--- src/sv/vpr_pkg.sv ---
// Types and constants of the pixel to RGB888 converter.
// No dependencies; used by every other file of the block but the defines header.
package vpr_pkg;

    localparam int PIX_W     = 8;
    localparam int FMT_W     = 3;
    localparam int COEF_W    = 18;   // unsigned Q2.16, up to 2.018
    localparam int Q_SHIFT   = 16;
    localparam int SUM_W     = 28;   // signed Q.16 channel sums
    localparam int NUM_W     = 16;   // dividend c*255
    localparam int LANES     = 3;    // red, green, blue
    localparam int DIV_STEPS = 4;    // quotient bits per divider stage
    localparam int DIV_STAGES = NUM_W / DIV_STEPS;
    localparam int PIPE_DEPTH = 2 + DIV_STAGES;
    localparam int CNT_W     = $clog2(PIPE_DEPTH + 1);

    // source formats
    localparam logic [FMT_W-1:0] FMT_ARGB    = 3'd0;
    localparam logic [FMT_W-1:0] FMT_ARGB_PM = 3'd1;
    localparam logic [FMT_W-1:0] FMT_RGBA    = 3'd2;
    localparam logic [FMT_W-1:0] FMT_BGRA    = 3'd3;
    localparam logic [FMT_W-1:0] FMT_BGRA_PM = 3'd4;
    localparam logic [FMT_W-1:0] FMT_ABGR    = 3'd5;
    localparam logic [FMT_W-1:0] FMT_YUV420P = 3'd6;
    localparam logic [FMT_W-1:0] FMT_NV12    = 3'd7;

    // full-range matrix
    localparam logic [COEF_W-1:0] FR_RV = 18'd89831;
    localparam logic [COEF_W-1:0] FR_GV = 18'd45744;
    localparam logic [COEF_W-1:0] FR_GU = 18'd22127;
    localparam logic [COEF_W-1:0] FR_BU = 18'd113538;
    // limited-range matrix
    localparam logic [COEF_W-1:0] LR_Y  = 18'd76284;
    localparam logic [COEF_W-1:0] LR_RV = 18'd104595;
    localparam logic [COEF_W-1:0] LR_GV = 18'd53281;
    localparam logic [COEF_W-1:0] LR_GU = 18'd25625;
    localparam logic [COEF_W-1:0] LR_BU = 18'd132252;

    localparam logic [PIX_W-1:0] Y_FLOOR = 8'd16;

    typedef struct packed {
        logic [PIX_W-1:0] byte_0;
        logic [PIX_W-1:0] byte_1;
        logic [PIX_W-1:0] byte_2;
        logic [PIX_W-1:0] byte_3;
        logic             last_pixel;
    } pix_word_t;

    typedef struct packed {
        logic signed [SUM_W-1:0] p_y;
        logic signed [SUM_W-1:0] p_rv;
        logic signed [SUM_W-1:0] p_gv;
        logic signed [SUM_W-1:0] p_gu;
        logic signed [SUM_W-1:0] p_bu;
        logic                    yuv;
        logic                    premult;
        logic [PIX_W-1:0]        r;
        logic [PIX_W-1:0]        g;
        logic [PIX_W-1:0]        b;
        logic [PIX_W-1:0]        a;
        logic                    last;
    } prod_word_t;

    typedef struct packed {
        logic [NUM_W-1:0] num;   // dividend bits shift out, quotient bits shift in
        logic [PIX_W-1:0] rem;
    } div_lane_t;

    typedef struct packed {
        div_lane_t [LANES-1:0] lane;
        logic [PIX_W-1:0]      divisor;
        logic                  last;
    } div_word_t;

endpackage

--- src/sv/vpr_if.sv ---
// Channel interfaces of the pixel converter: pixel in, RGB out, format config.
// Depends on vpr_pkg for field widths.
interface vpr_pixel_if;
    logic                      valid;
    logic                      ready;
    logic [vpr_pkg::PIX_W-1:0] byte_0;
    logic [vpr_pkg::PIX_W-1:0] byte_1;
    logic [vpr_pkg::PIX_W-1:0] byte_2;
    logic [vpr_pkg::PIX_W-1:0] byte_3;
    logic                      last_pixel;
    modport source (output valid, output byte_0, output byte_1, output byte_2,
                    output byte_3, output last_pixel, input ready);
    modport sink   (input valid, input byte_0, input byte_1, input byte_2,
                    input byte_3, input last_pixel, output ready);
endinterface

interface vpr_rgb_if;
    logic                      valid;
    logic                      ready;
    logic [vpr_pkg::PIX_W-1:0] red;
    logic [vpr_pkg::PIX_W-1:0] green;
    logic [vpr_pkg::PIX_W-1:0] blue;
    logic                      frame_end;
    modport source (output valid, output red, output green, output blue,
                    output frame_end, input ready);
    modport sink   (input valid, input red, input green, input blue,
                    input frame_end, output ready);
endinterface

interface vpr_cfg_if;
    logic                      valid;
    logic                      ready;
    logic [vpr_pkg::FMT_W-1:0] pixel_format;
    modport source (output valid, output pixel_format, input ready);
    modport sink   (input valid, input pixel_format, output ready);
endinterface

--- src/sv/video_pixel_to_rgb888.sv ---
// Top level of the pixel to RGB888 converter: format register and pipeline.
// Depends on vpr_pkg, vpr_if, vpr_front, vpr_sum and vpr_div_stage.
//
//   channel  dir  payload                                    handshake
//   pixel    in   byte_0..byte_3, last_pixel                 valid/ready
//   rgb      out  red, green, blue, frame_end                valid/ready
//   cfg      in   pixel_format (3 bits)                      valid/ready, ready held high
//
// One pixel per clock sustained while rgb is ready; stages are products, sums/clamp and
// four divider stages of 4 quotient bits each, the last one being the output register.
// Reset clears every stage valid bit and sets the format to ARGB.
// Each stage takes a word when empty or when its successor moves, so bubbles close up
// and a stall on rgb backs up stage by stage without loss.
module video_pixel_to_rgb888
(
    input  logic      clk,
    input  logic      rst_n,
    vpr_cfg_if.sink   cfg,
    vpr_pixel_if.sink pixel,
    vpr_rgb_if.source rgb
);

    logic [vpr_pkg::FMT_W-1:0] fmt_reg;
    logic [vpr_pkg::FMT_W-1:0] fmt_next;
    vpr_pkg::pix_word_t        pix_word;
    vpr_pkg::prod_word_t       prod_word;
    logic                      prod_valid;
    logic                      prod_ready;
    vpr_pkg::div_word_t        div_word  [0:vpr_pkg::DIV_STAGES];
    logic                      div_valid [0:vpr_pkg::DIV_STAGES];
    logic                      div_ready [0:vpr_pkg::DIV_STAGES];

    assign cfg.ready = 1'b1;
    assign fmt_next  = cfg.valid ? cfg.pixel_format : fmt_reg;

    always_ff @(posedge clk or negedge rst_n)
    begin
        if (!rst_n)
        begin
            fmt_reg <= vpr_pkg::FMT_ARGB;
        end
        else
        begin
            fmt_reg <= fmt_next;
        end
    end

    always_comb
    begin
        pix_word.byte_0     = pixel.byte_0;
        pix_word.byte_1     = pixel.byte_1;
        pix_word.byte_2     = pixel.byte_2;
        pix_word.byte_3     = pixel.byte_3;
        pix_word.last_pixel = pixel.last_pixel;
    end

    vpr_front u_front
    (
        .clk      (clk),
        .rst_n    (rst_n),
        .fmt      (fmt_reg),
        .up_valid (pixel.valid),
        .up_ready (pixel.ready),
        .up_word  (pix_word),
        .dn_valid (prod_valid),
        .dn_ready (prod_ready),
        .dn_word  (prod_word)
    );

    vpr_sum u_sum
    (
        .clk      (clk),
        .rst_n    (rst_n),
        .up_valid (prod_valid),
        .up_ready (prod_ready),
        .up_word  (prod_word),
        .dn_valid (div_valid[0]),
        .dn_ready (div_ready[0]),
        .dn_word  (div_word[0])
    );

    for (genvar k = 0; k < vpr_pkg::DIV_STAGES; k++)
    begin : g_div
        vpr_div_stage u_div
        (
            .clk      (clk),
            .rst_n    (rst_n),
            .up_valid (div_valid[k]),
            .up_ready (div_ready[k]),
            .up_word  (div_word[k]),
            .dn_valid (div_valid[k+1]),
            .dn_ready (div_ready[k+1]),
            .dn_word  (div_word[k+1])
        );
    end

    // quotient low byte is the channel value
    assign div_ready[vpr_pkg::DIV_STAGES] = rgb.ready;
    assign rgb.valid     = div_valid[vpr_pkg::DIV_STAGES];
    assign rgb.red       = div_word[vpr_pkg::DIV_STAGES].lane[0].num[vpr_pkg::PIX_W-1:0];
    assign rgb.green     = div_word[vpr_pkg::DIV_STAGES].lane[1].num[vpr_pkg::PIX_W-1:0];
    assign rgb.blue      = div_word[vpr_pkg::DIV_STAGES].lane[2].num[vpr_pkg::PIX_W-1:0];
    assign rgb.frame_end = div_word[vpr_pkg::DIV_STAGES].last;

endmodule

--- src/sv/vpr_front.sv ---
// First stage: format decode, byte steering and the YUV matrix products.
// Depends on vpr_pkg.
module vpr_front
(
    input  logic                      clk,
    input  logic                      rst_n,
    input  logic [vpr_pkg::FMT_W-1:0] fmt,
    input  logic                      up_valid,
    output logic                      up_ready,
    input  vpr_pkg::pix_word_t        up_word,
    output logic                      dn_valid,
    input  logic                      dn_ready,
    output vpr_pkg::prod_word_t       dn_word
);

    logic                          valid_reg;
    logic                          valid_next;
    vpr_pkg::prod_word_t           word_reg;
    vpr_pkg::prod_word_t           word_next;
    logic                          load;
    logic                          limited;
    logic [vpr_pkg::PIX_W-1:0]     y_lim;
    logic signed [vpr_pkg::PIX_W-1:0] u_s;
    logic signed [vpr_pkg::PIX_W-1:0] v_s;
    logic [vpr_pkg::COEF_W-1:0]    c_rv;
    logic [vpr_pkg::COEF_W-1:0]    c_gv;
    logic [vpr_pkg::COEF_W-1:0]    c_gu;
    logic [vpr_pkg::COEF_W-1:0]    c_bu;

    assign up_ready = !valid_reg || dn_ready;
    assign load     = up_valid && up_ready;
    assign dn_valid = valid_reg;
    assign dn_word  = word_reg;

    always_comb
    begin
        limited = (fmt == vpr_pkg::FMT_NV12);
        y_lim   = (up_word.byte_0 < vpr_pkg::Y_FLOOR) ? '0
                                                      : up_word.byte_0 - vpr_pkg::Y_FLOOR;
        // byte - 128 as an 8-bit two's complement value
        u_s = $signed(up_word.byte_1 ^ 8'h80);
        v_s = $signed(up_word.byte_2 ^ 8'h80);
        c_rv = limited ? vpr_pkg::LR_RV : vpr_pkg::FR_RV;
        c_gv = limited ? vpr_pkg::LR_GV : vpr_pkg::FR_GV;
        c_gu = limited ? vpr_pkg::LR_GU : vpr_pkg::FR_GU;
        c_bu = limited ? vpr_pkg::LR_BU : vpr_pkg::FR_BU;

        word_next = '0;
        if (limited)
        begin
            word_next.p_y = vpr_pkg::SUM_W'($signed({1'b0, vpr_pkg::LR_Y}))
                          * vpr_pkg::SUM_W'($signed({1'b0, y_lim}));
        end
        else
        begin
            word_next.p_y = $signed(vpr_pkg::SUM_W'({up_word.byte_0, 16'h0000}));
        end
        word_next.p_rv = vpr_pkg::SUM_W'($signed({1'b0, c_rv})) * vpr_pkg::SUM_W'(v_s);
        word_next.p_gv = vpr_pkg::SUM_W'($signed({1'b0, c_gv})) * vpr_pkg::SUM_W'(v_s);
        word_next.p_gu = vpr_pkg::SUM_W'($signed({1'b0, c_gu})) * vpr_pkg::SUM_W'(u_s);
        word_next.p_bu = vpr_pkg::SUM_W'($signed({1'b0, c_bu})) * vpr_pkg::SUM_W'(u_s);
        word_next.yuv     = (fmt == vpr_pkg::FMT_YUV420P) || limited;
        word_next.premult = (fmt == vpr_pkg::FMT_ARGB_PM) || (fmt == vpr_pkg::FMT_BGRA_PM);
        word_next.last    = up_word.last_pixel;

        case (fmt)
            vpr_pkg::FMT_ARGB, vpr_pkg::FMT_ARGB_PM:
            begin
                word_next.a = up_word.byte_0;
                word_next.r = up_word.byte_1;
                word_next.g = up_word.byte_2;
                word_next.b = up_word.byte_3;
            end
            vpr_pkg::FMT_RGBA:
            begin
                word_next.r = up_word.byte_0;
                word_next.g = up_word.byte_1;
                word_next.b = up_word.byte_2;
                word_next.a = up_word.byte_3;
            end
            vpr_pkg::FMT_BGRA, vpr_pkg::FMT_BGRA_PM:
            begin
                word_next.b = up_word.byte_0;
                word_next.g = up_word.byte_1;
                word_next.r = up_word.byte_2;
                word_next.a = up_word.byte_3;
            end
            vpr_pkg::FMT_ABGR:
            begin
                word_next.a = up_word.byte_0;
                word_next.b = up_word.byte_1;
                word_next.g = up_word.byte_2;
                word_next.r = up_word.byte_3;
            end
            default:
            begin
                word_next.a = '0;
            end
        endcase
    end

    assign valid_next = up_ready ? up_valid : valid_reg;

    always_ff @(posedge clk or negedge rst_n)
    begin
        if (!rst_n)
        begin
            valid_reg <= 1'b0;
        end
        else
        begin
            valid_reg <= valid_next;
        end
    end

    always_ff @(posedge clk)
    begin
        if (load)
        begin
            word_reg <= word_next;
        end
    end

endmodule

--- src/sv/vpr_sum.sv ---
// Second stage: channel sums with clamp, packed/YUV select, divider setup.
// Depends on vpr_pkg.
module vpr_sum
(
    input  logic                clk,
    input  logic                rst_n,
    input  logic                up_valid,
    output logic                up_ready,
    input  vpr_pkg::prod_word_t up_word,
    output logic                dn_valid,
    input  logic                dn_ready,
    output vpr_pkg::div_word_t  dn_word
);

    logic                                valid_reg;
    logic                                valid_next;
    vpr_pkg::div_word_t                  word_reg;
    vpr_pkg::div_word_t                  word_next;
    logic                                load;
    logic signed [vpr_pkg::SUM_W-1:0]    r_sum;
    logic signed [vpr_pkg::SUM_W-1:0]    g_sum;
    logic signed [vpr_pkg::SUM_W-1:0]    b_sum;
    logic [vpr_pkg::LANES-1:0][vpr_pkg::PIX_W-1:0] color;

    // truncate Q.16 toward zero, clamp to 0..255
    function automatic logic [vpr_pkg::PIX_W-1:0] clamp_q16
    (
        input logic signed [vpr_pkg::SUM_W-1:0] s
    );
        logic [vpr_pkg::PIX_W-1:0] res;
        if (s[vpr_pkg::SUM_W-1])
        begin
            res = '0;
        end
        else if (s[vpr_pkg::SUM_W-2:vpr_pkg::Q_SHIFT+vpr_pkg::PIX_W] != '0)
        begin
            res = '1;
        end
        else
        begin
            res = s[vpr_pkg::Q_SHIFT+vpr_pkg::PIX_W-1:vpr_pkg::Q_SHIFT];
        end
        return res;
    endfunction

    assign up_ready = !valid_reg || dn_ready;
    assign load     = up_valid && up_ready;
    assign dn_valid = valid_reg;
    assign dn_word  = word_reg;

    always_comb
    begin
        r_sum = up_word.p_y + up_word.p_rv;
        g_sum = up_word.p_y - up_word.p_gv - up_word.p_gu;
        b_sum = up_word.p_y + up_word.p_bu;
        if (up_word.yuv)
        begin
            color[0] = clamp_q16(r_sum);
            color[1] = clamp_q16(g_sum);
            color[2] = clamp_q16(b_sum);
        end
        else
        begin
            color[0] = up_word.r;
            color[1] = up_word.g;
            color[2] = up_word.b;
        end

        word_next      = '0;
        word_next.last = up_word.last;
        // plain pass is c / 1; zero alpha is 0 / 1
        if (up_word.premult && (up_word.a != '0))
        begin
            word_next.divisor = up_word.a;
        end
        else
        begin
            word_next.divisor = vpr_pkg::PIX_W'(1);
        end
        for (int i = 0; i < vpr_pkg::LANES; i++)
        begin
            word_next.lane[i].rem = '0;
            if (!up_word.premult)
            begin
                word_next.lane[i].num = vpr_pkg::NUM_W'(color[i]);
            end
            else if (up_word.a == '0)
            begin
                word_next.lane[i].num = '0;
            end
            else
            begin
                word_next.lane[i].num = {color[i], 8'h00} - vpr_pkg::NUM_W'(color[i]);
            end
        end
    end

    assign valid_next = up_ready ? up_valid : valid_reg;

    always_ff @(posedge clk or negedge rst_n)
    begin
        if (!rst_n)
        begin
            valid_reg <= 1'b0;
        end
        else
        begin
            valid_reg <= valid_next;
        end
    end

    always_ff @(posedge clk)
    begin
        if (load)
        begin
            word_reg <= word_next;
        end
    end

endmodule

--- src/sv/vpr_div_stage.sv ---
// One divider stage: DIV_STEPS restoring-division steps on all three lanes.
// Depends on vpr_pkg.
module vpr_div_stage
(
    input  logic               clk,
    input  logic               rst_n,
    input  logic               up_valid,
    output logic               up_ready,
    input  vpr_pkg::div_word_t up_word,
    output logic               dn_valid,
    input  logic               dn_ready,
    output vpr_pkg::div_word_t dn_word
);

    logic               valid_reg;
    logic               valid_next;
    vpr_pkg::div_word_t word_reg;
    vpr_pkg::div_word_t word_next;
    logic               load;
    logic [vpr_pkg::NUM_W-1:0] num;
    logic [vpr_pkg::PIX_W:0]   trial;

    assign up_ready = !valid_reg || dn_ready;
    assign load     = up_valid && up_ready;
    assign dn_valid = valid_reg;
    assign dn_word  = word_reg;

    always_comb
    begin
        word_next = up_word;
        num       = '0;
        trial     = '0;
        for (int i = 0; i < vpr_pkg::LANES; i++)
        begin
            num   = up_word.lane[i].num;
            trial = {1'b0, up_word.lane[i].rem};
            for (int s = 0; s < vpr_pkg::DIV_STEPS; s++)
            begin
                trial = {trial[vpr_pkg::PIX_W-1:0], num[vpr_pkg::NUM_W-1]};
                num   = {num[vpr_pkg::NUM_W-2:0], 1'b0};
                if (trial >= {1'b0, up_word.divisor})
                begin
                    trial  = trial - {1'b0, up_word.divisor};
                    num[0] = 1'b1;
                end
            end
            word_next.lane[i].num = num;
            word_next.lane[i].rem = trial[vpr_pkg::PIX_W-1:0];
        end
    end

    assign valid_next = up_ready ? up_valid : valid_reg;

    always_ff @(posedge clk or negedge rst_n)
    begin
        if (!rst_n)
        begin
            valid_reg <= 1'b0;
        end
        else
        begin
            valid_reg <= valid_next;
        end
    end

    always_ff @(posedge clk)
    begin
        if (load)
        begin
            word_reg <= word_next;
        end
    end

endmodule

--- src/flat_wrapper.sv ---
// flat-port wrapper written by rule: the top's interface ports become plain ports
module video_pixel_to_rgb888_flat 
  (clk, rst_n, cfg_valid, cfg_pixel_format, cfg_ready, pixel_valid, pixel_byte_0, pixel_byte_1, pixel_byte_2, pixel_byte_3, pixel_last_pixel, pixel_ready, rgb_valid, rgb_red, rgb_green, rgb_blue, rgb_frame_end, rgb_ready);
  vpr_cfg_if cfg_i ();
  vpr_pixel_if pixel_i ();
  vpr_rgb_if rgb_i ();
  input  logic clk;
  input  logic rst_n;
  input wire logic [$bits(cfg_i.valid)-1:0] cfg_valid;
  input wire logic [$bits(cfg_i.pixel_format)-1:0] cfg_pixel_format;
  output wire logic [$bits(cfg_i.ready)-1:0] cfg_ready;
  input wire logic [$bits(pixel_i.valid)-1:0] pixel_valid;
  input wire logic [$bits(pixel_i.byte_0)-1:0] pixel_byte_0;
  input wire logic [$bits(pixel_i.byte_1)-1:0] pixel_byte_1;
  input wire logic [$bits(pixel_i.byte_2)-1:0] pixel_byte_2;
  input wire logic [$bits(pixel_i.byte_3)-1:0] pixel_byte_3;
  input wire logic [$bits(pixel_i.last_pixel)-1:0] pixel_last_pixel;
  output wire logic [$bits(pixel_i.ready)-1:0] pixel_ready;
  output wire logic [$bits(rgb_i.valid)-1:0] rgb_valid;
  output wire logic [$bits(rgb_i.red)-1:0] rgb_red;
  output wire logic [$bits(rgb_i.green)-1:0] rgb_green;
  output wire logic [$bits(rgb_i.blue)-1:0] rgb_blue;
  output wire logic [$bits(rgb_i.frame_end)-1:0] rgb_frame_end;
  input wire logic [$bits(rgb_i.ready)-1:0] rgb_ready;
  assign cfg_i.valid = cfg_valid;
  assign cfg_i.pixel_format = cfg_pixel_format;
  assign cfg_ready = cfg_i.ready;
  assign pixel_i.valid = pixel_valid;
  assign pixel_i.byte_0 = pixel_byte_0;
  assign pixel_i.byte_1 = pixel_byte_1;
  assign pixel_i.byte_2 = pixel_byte_2;
  assign pixel_i.byte_3 = pixel_byte_3;
  assign pixel_i.last_pixel = pixel_last_pixel;
  assign pixel_ready = pixel_i.ready;
  assign rgb_valid = rgb_i.valid;
  assign rgb_red = rgb_i.red;
  assign rgb_green = rgb_i.green;
  assign rgb_blue = rgb_i.blue;
  assign rgb_frame_end = rgb_i.frame_end;
  assign rgb_i.ready = rgb_ready;
  video_pixel_to_rgb888 u_core (.clk(clk), .rst_n(rst_n), .cfg(cfg_i), .pixel(pixel_i), .rgb(rgb_i));
endmodule
--- config.mk ---
export PLATFORM = sky130hd
export DESIGN_NAME = video_pixel_to_rgb888_flat
export DESIGN_NICKNAME = d
export VERILOG_FILES = /design/src/sv/vpr_pkg.sv /design/src/sv/vpr_if.sv /design/src/sv/video_pixel_to_rgb888.sv /design/src/sv/vpr_front.sv /design/src/sv/vpr_sum.sv /design/src/sv/vpr_div_stage.sv /design/src/flat_wrapper.sv
export SDC_FILE = /design/constraint.sdc
export NUM_CORES = 2
export LEC_CHECK = 0
export ABC_AREA = 1
export BUFFER_PORTS_ARGS = -buffer_cell sky130_fd_sc_hd__buf_4
export CAP_MARGIN = 15
export CORE_MARGIN = 2
export CORE_UTILIZATION = 62
export CTS_CLUSTER_SIZE = 16
export DETAILED_ROUTE_END_ITERATION = 16
export PLACE_DENSITY = 0.78
export SYNTH_ARGS = -nofsm -noshare
export SYNTH_HDL_FRONTEND = slang
export SYNTH_HIERARCHICAL = 1
export SYNTH_SLANG_ARGS = --single-unit
--- constraint.sdc ---
create_clock -name clk -period 12.8 [get_ports clk]
set_input_delay 1.92 -clock clk [delete_from_list [all_inputs] [get_ports clk]]
set_output_delay 1.92 -clock clk [all_outputs]
set_load 0.005 [all_outputs]
==> After elaboration in Yosys (flattened, before gate mapping) <==
Index checks and enable logic that the tools add are counted.
{ "word_totals": {"input_bits": 41, "out_inout_bits": 28, "ff_bits": 506} }
{ "op_classes": {"n_addsub": 53, "order_cmp": 49, "bitwise_logic": 3, "reduce_logical": 32, "multipliers": 5, "n_mux": 114, "eq_ne": 7} }
{ "op_table": {"columns": ["op", "count"], "rows": [
  ["two-way mux 8 bit", 58],
  [">= comparator 9 x 8 -> 1 bit", 45],
  ["subtractor 8 bit", 42],
  ["case mux 24 bit (4 select lines)", 1],
  ["adder 26 x 28 -> 28 bit", 2],
  ["two-way mux 1 bit", 48],
  ["two-way mux 24 bit", 2],
  ["subtractor 16 x 8 -> 16 bit", 3],
  ["subtractor 26 x 28 -> 28 bit", 1],
  ["subtractor 28 bit", 1],
  ["multiplier 19 x 8 -> 27 bit", 1],
  ["multiplier 18 x 8 -> 26 bit", 1],
  ["multiplier 17 x 8 -> 25 bit", 1],
  [">= comparator 1 x 8 -> 1 bit", 3],
  ["multiplier 16 x 8 -> 24 bit", 1],
  ["subtractor 1 x 8 -> 8 bit", 3],
  ["multiplier 15 x 8 -> 23 bit (first input constant)", 1],
  ["two-way mux 18 bit", 1],
  ["two-way mux 16 bit", 1],
  ["case mux 8 bit (2 select lines)", 1],
  ["two-way mux 15 bit", 1],
  ["two-way mux 14 bit", 1],
  ["equality test 3 bit (second input constant)", 4],
  ["nonzero test 3 bit", 3],
  ["13 further kinds", 37]
]} }

==> Longest topological paths before layout <==
{ "depth": {"depth_word": 9, "depth_mapped": 46, "ltp_nobuf": 45} }

==> Hierarchy <==
Netlist, hierarchy kept.
{ "modules_own_cells": {"columns": ["mod", "seq_area_each_um2", "cells_per_inst", "n_inst", "area_each_um2"], "rows": [
  ["vpr_front", 4799.6, 2248, 1, 20169.3],
  ["vpr_div_stage at u_core.g_div[0].u_div ...", 2457.4, 1049, 2, 8216.6],
  ["vpr_sum", 1736.7, 1697, 1, 10034.6],
  ["vpr_div_stage at u_core.g_div[2].u_div", 2457.4, 1048, 1, 8247.9],
  ["vpr_div_stage at u_core.g_div[3].u_div", 2457.4, 1041, 1, 8211.6],
  ["video_pixel_to_rgb888", 75.1, 15, 1, 123.9]
]} }

==> Least setup slack after synthesis <==
OpenSTA, ideal clock, no wires.
{ "synth_timing": {"kind": "input -> register", "start": "input rgb_ready", "end": "register u_core.u_front.word_reg, in the netlist u_core/u_front/dn_word[0], enable pin", "cell_stages": 12, "t_arrival_ps": 10108, "path_slack_ps": 1962, "required_time_ps": 12070, "path_cell_list": "inv_1 nand2_1 inv_1 nand2_1 inv_1 nand2_1 inv_1 nand2_1 inv_1 nand2_1 inv_1 a21oi_1"} }
{ "synth_lines": {"columns": ["element", "line_no", "rtl"], "rows": [
  ["start: declaration", "flat_wrapper.sv:24", "input wire logic [$bits(rgb_i.ready)-1:0] rgb_ready;"],
  ["end signal: assignment", "vpr_front.sv:120", "word_reg <= word_next;"],
  ["end: declaration", "vpr_front.sv:18", "vpr_pkg::prod_word_t word_reg;"]
]} }

==> flow_summary_export.csv <==
group,metric,value,unit
outcome,outcome,"complete, no violations",
setup_path,endpoint_kind,"flip-flop",
clocking,clock_sinks,433,
timing,max_slew_margin,21.2,%
placement,globalplace.congestion,0.996,
timing,fmax,125,MHz
final_layout,finalInstanceArea,62400,um2
route,drt_wl_total,163000,um
route,ant_nets,0,
final_layout,final_cell_mix,"2,165 x nand2_1, 1,424 x inv_1, 781 x ha_1",
placement,numPortBuffers,67,
route,drt_iter0_drc,4028,
grt,grt_max_degree,75,
route,routed.top_layer,"met4",
clocking,clock_path_buffers,3,
timing,max_slew.worst_pin.slew,1.18,ns
setup_path,cpMaxStageDelayCell,"edfxtp_1",
clocking,post_cts_buffers,0,
setup_path,cp_common_cell,"nand2_1",
final_layout,mostFrequentLayoutCell,"nand2_1",
timing,hold_viol,0,
clocking,htreeDepth,2,
setup_path,crit_family,"simple AND/OR/NAND/NOR gates",
placement,pre_cts_ws,4.86,ns
setup_path,arrival,8.55,ns
yosys,syn_area,59000,um2
hold_path,min_path_cells,0,
route,routed_via_density,5.52,
yosys,ys.warnings.count,6,
yosys,syn_area_per_cell,7.48,um2
setup_path,critical_path.max_fanout,11,
die,core_region_area,94700,um2
timing,fin_crit,8.01,ns
setup_path,path_buf_inv,3,
setup_path,worstSetupPathType,"reg -> reg",
timing,maxSlewViolCount,0,
final_layout,largest_reg_flops,208,
final_layout,final_layout_size_suffix_gt1_share,7.73,%
clocking,cts_hold_buf,0,
hold_path,hold_path_class,"reg -> reg",
placement,place_area,60700,um2
clocking,post_cts_resized,0,
die,die_w,313,um
timing,rsz0062_at_grt,"no",
die,start_util,62.3,%
setup_path,cp.required,13.34,ns
clocking,ctsRootBufferMaster,"clkbuf_16",
route,drtPass1Iterations,7,
grt,grt_pass1_wl,259000,um
route,wl_per_cell,17.5,um
die,std_cell_rows,113,
clocking,cts_tree,"done",
final_layout,final_nets,9106,
flow_run,maxCapViolCount,0,
timing,post-route-period-util,62.5,%
timing,layout_setup_ws,4.79,ns
setup_path,reg2reg_depth,39,
yosys,synth_cells,7897,
route,wl_met1,64500,um
timing,whs,0.384,ns
setup_path,slowest_delay,0.93,ns
grt,grt_pass1_vias,50000,
clocking,clk_latency,0.68,ns
timing,fin_tns_setup,0,ns
grt,grtUsageTotal,33.3,%
final_layout,fillCellCount,8326,
setup_path,worst-path-stages,39,
clocking,cts_buffers,51,
grt,gr-total-overflow,0,
timing,setup_viol,0,
placement,hpwl,133000,um
final_layout,area_growth,5.76,%
setup_path,critical_path.startpoint_type,"flip-flop",
route,drc,0,
die,die_area,97700,um2
route,routed-wl-met2,78100,um
route,vias,51300,
clocking,clkSlewWorstSetupHoldPaths,0.08,ns
die,pin_count,69,
grt,antenna_found_initial,1,
die,die_h,313,um
timing,skew,0.0488,ns
route,route.met3.wl,9170,um
==> final timing paths <==
path,start,end,slack (ns)
max in group asynchronous,rst_n,u_core/fmt_reg[2],11.42
hold reg to reg,u_core/u_sum/dn_word[76],u_core/g_div[0].u_div/dn_word[80],0.38
setup reg to reg,u_core/g_div[1].u_div/dn_word[2],u_core/g_div[2].u_div/dn_word[14],4.79
setup / recovery,u_core/g_div[1].u_div/dn_word[2],u_core/g_div[2].u_div/dn_word[14],4.79
min in group asynchronous,rst_n,u_core/g_div[3].u_div/dn_valid,1.13
hold / removal,u_core/u_sum/dn_word[76],u_core/g_div[0].u_div/dn_word[80],0.38
==> layout make-up <==
class | count | area [um2] | area share, %
diodes | 1 | 2.50 | 0.00401
clock inverters | 40 | 414 | 0.663
flip-flops and latches | 433 | 13000 | 20.7
clock buffers | 53 | 1310 | 2.09
well taps | 1265 | 1580 | 2.53
multi-input cells | 5913 | 39900 | 63.9
repair buffers | 90 | 676 | 1.08
inverters | 1495 | 5610 | 8.99
==> through the flow <==
step | instances | utilization, %
global placement | 9196 | 64.1
floorplan | 7946 | -
CTS | 9289 | 65.9
finish | 9290 | 65.9
detailed placement | 9196 | 64.1
global route | 9289 | 65.9
==> metal layers <==
metal	up-vias	GRT usage, %
met5	-	0
li1	25500	-
met3	425	4.24
met4	0	19.2
met1	23700	39.9
met2	1638	57.6
Power is left out: the tool's default activity adds up to more than one toggle a clock period on the data nets, which glitch-free logic cannot reach.
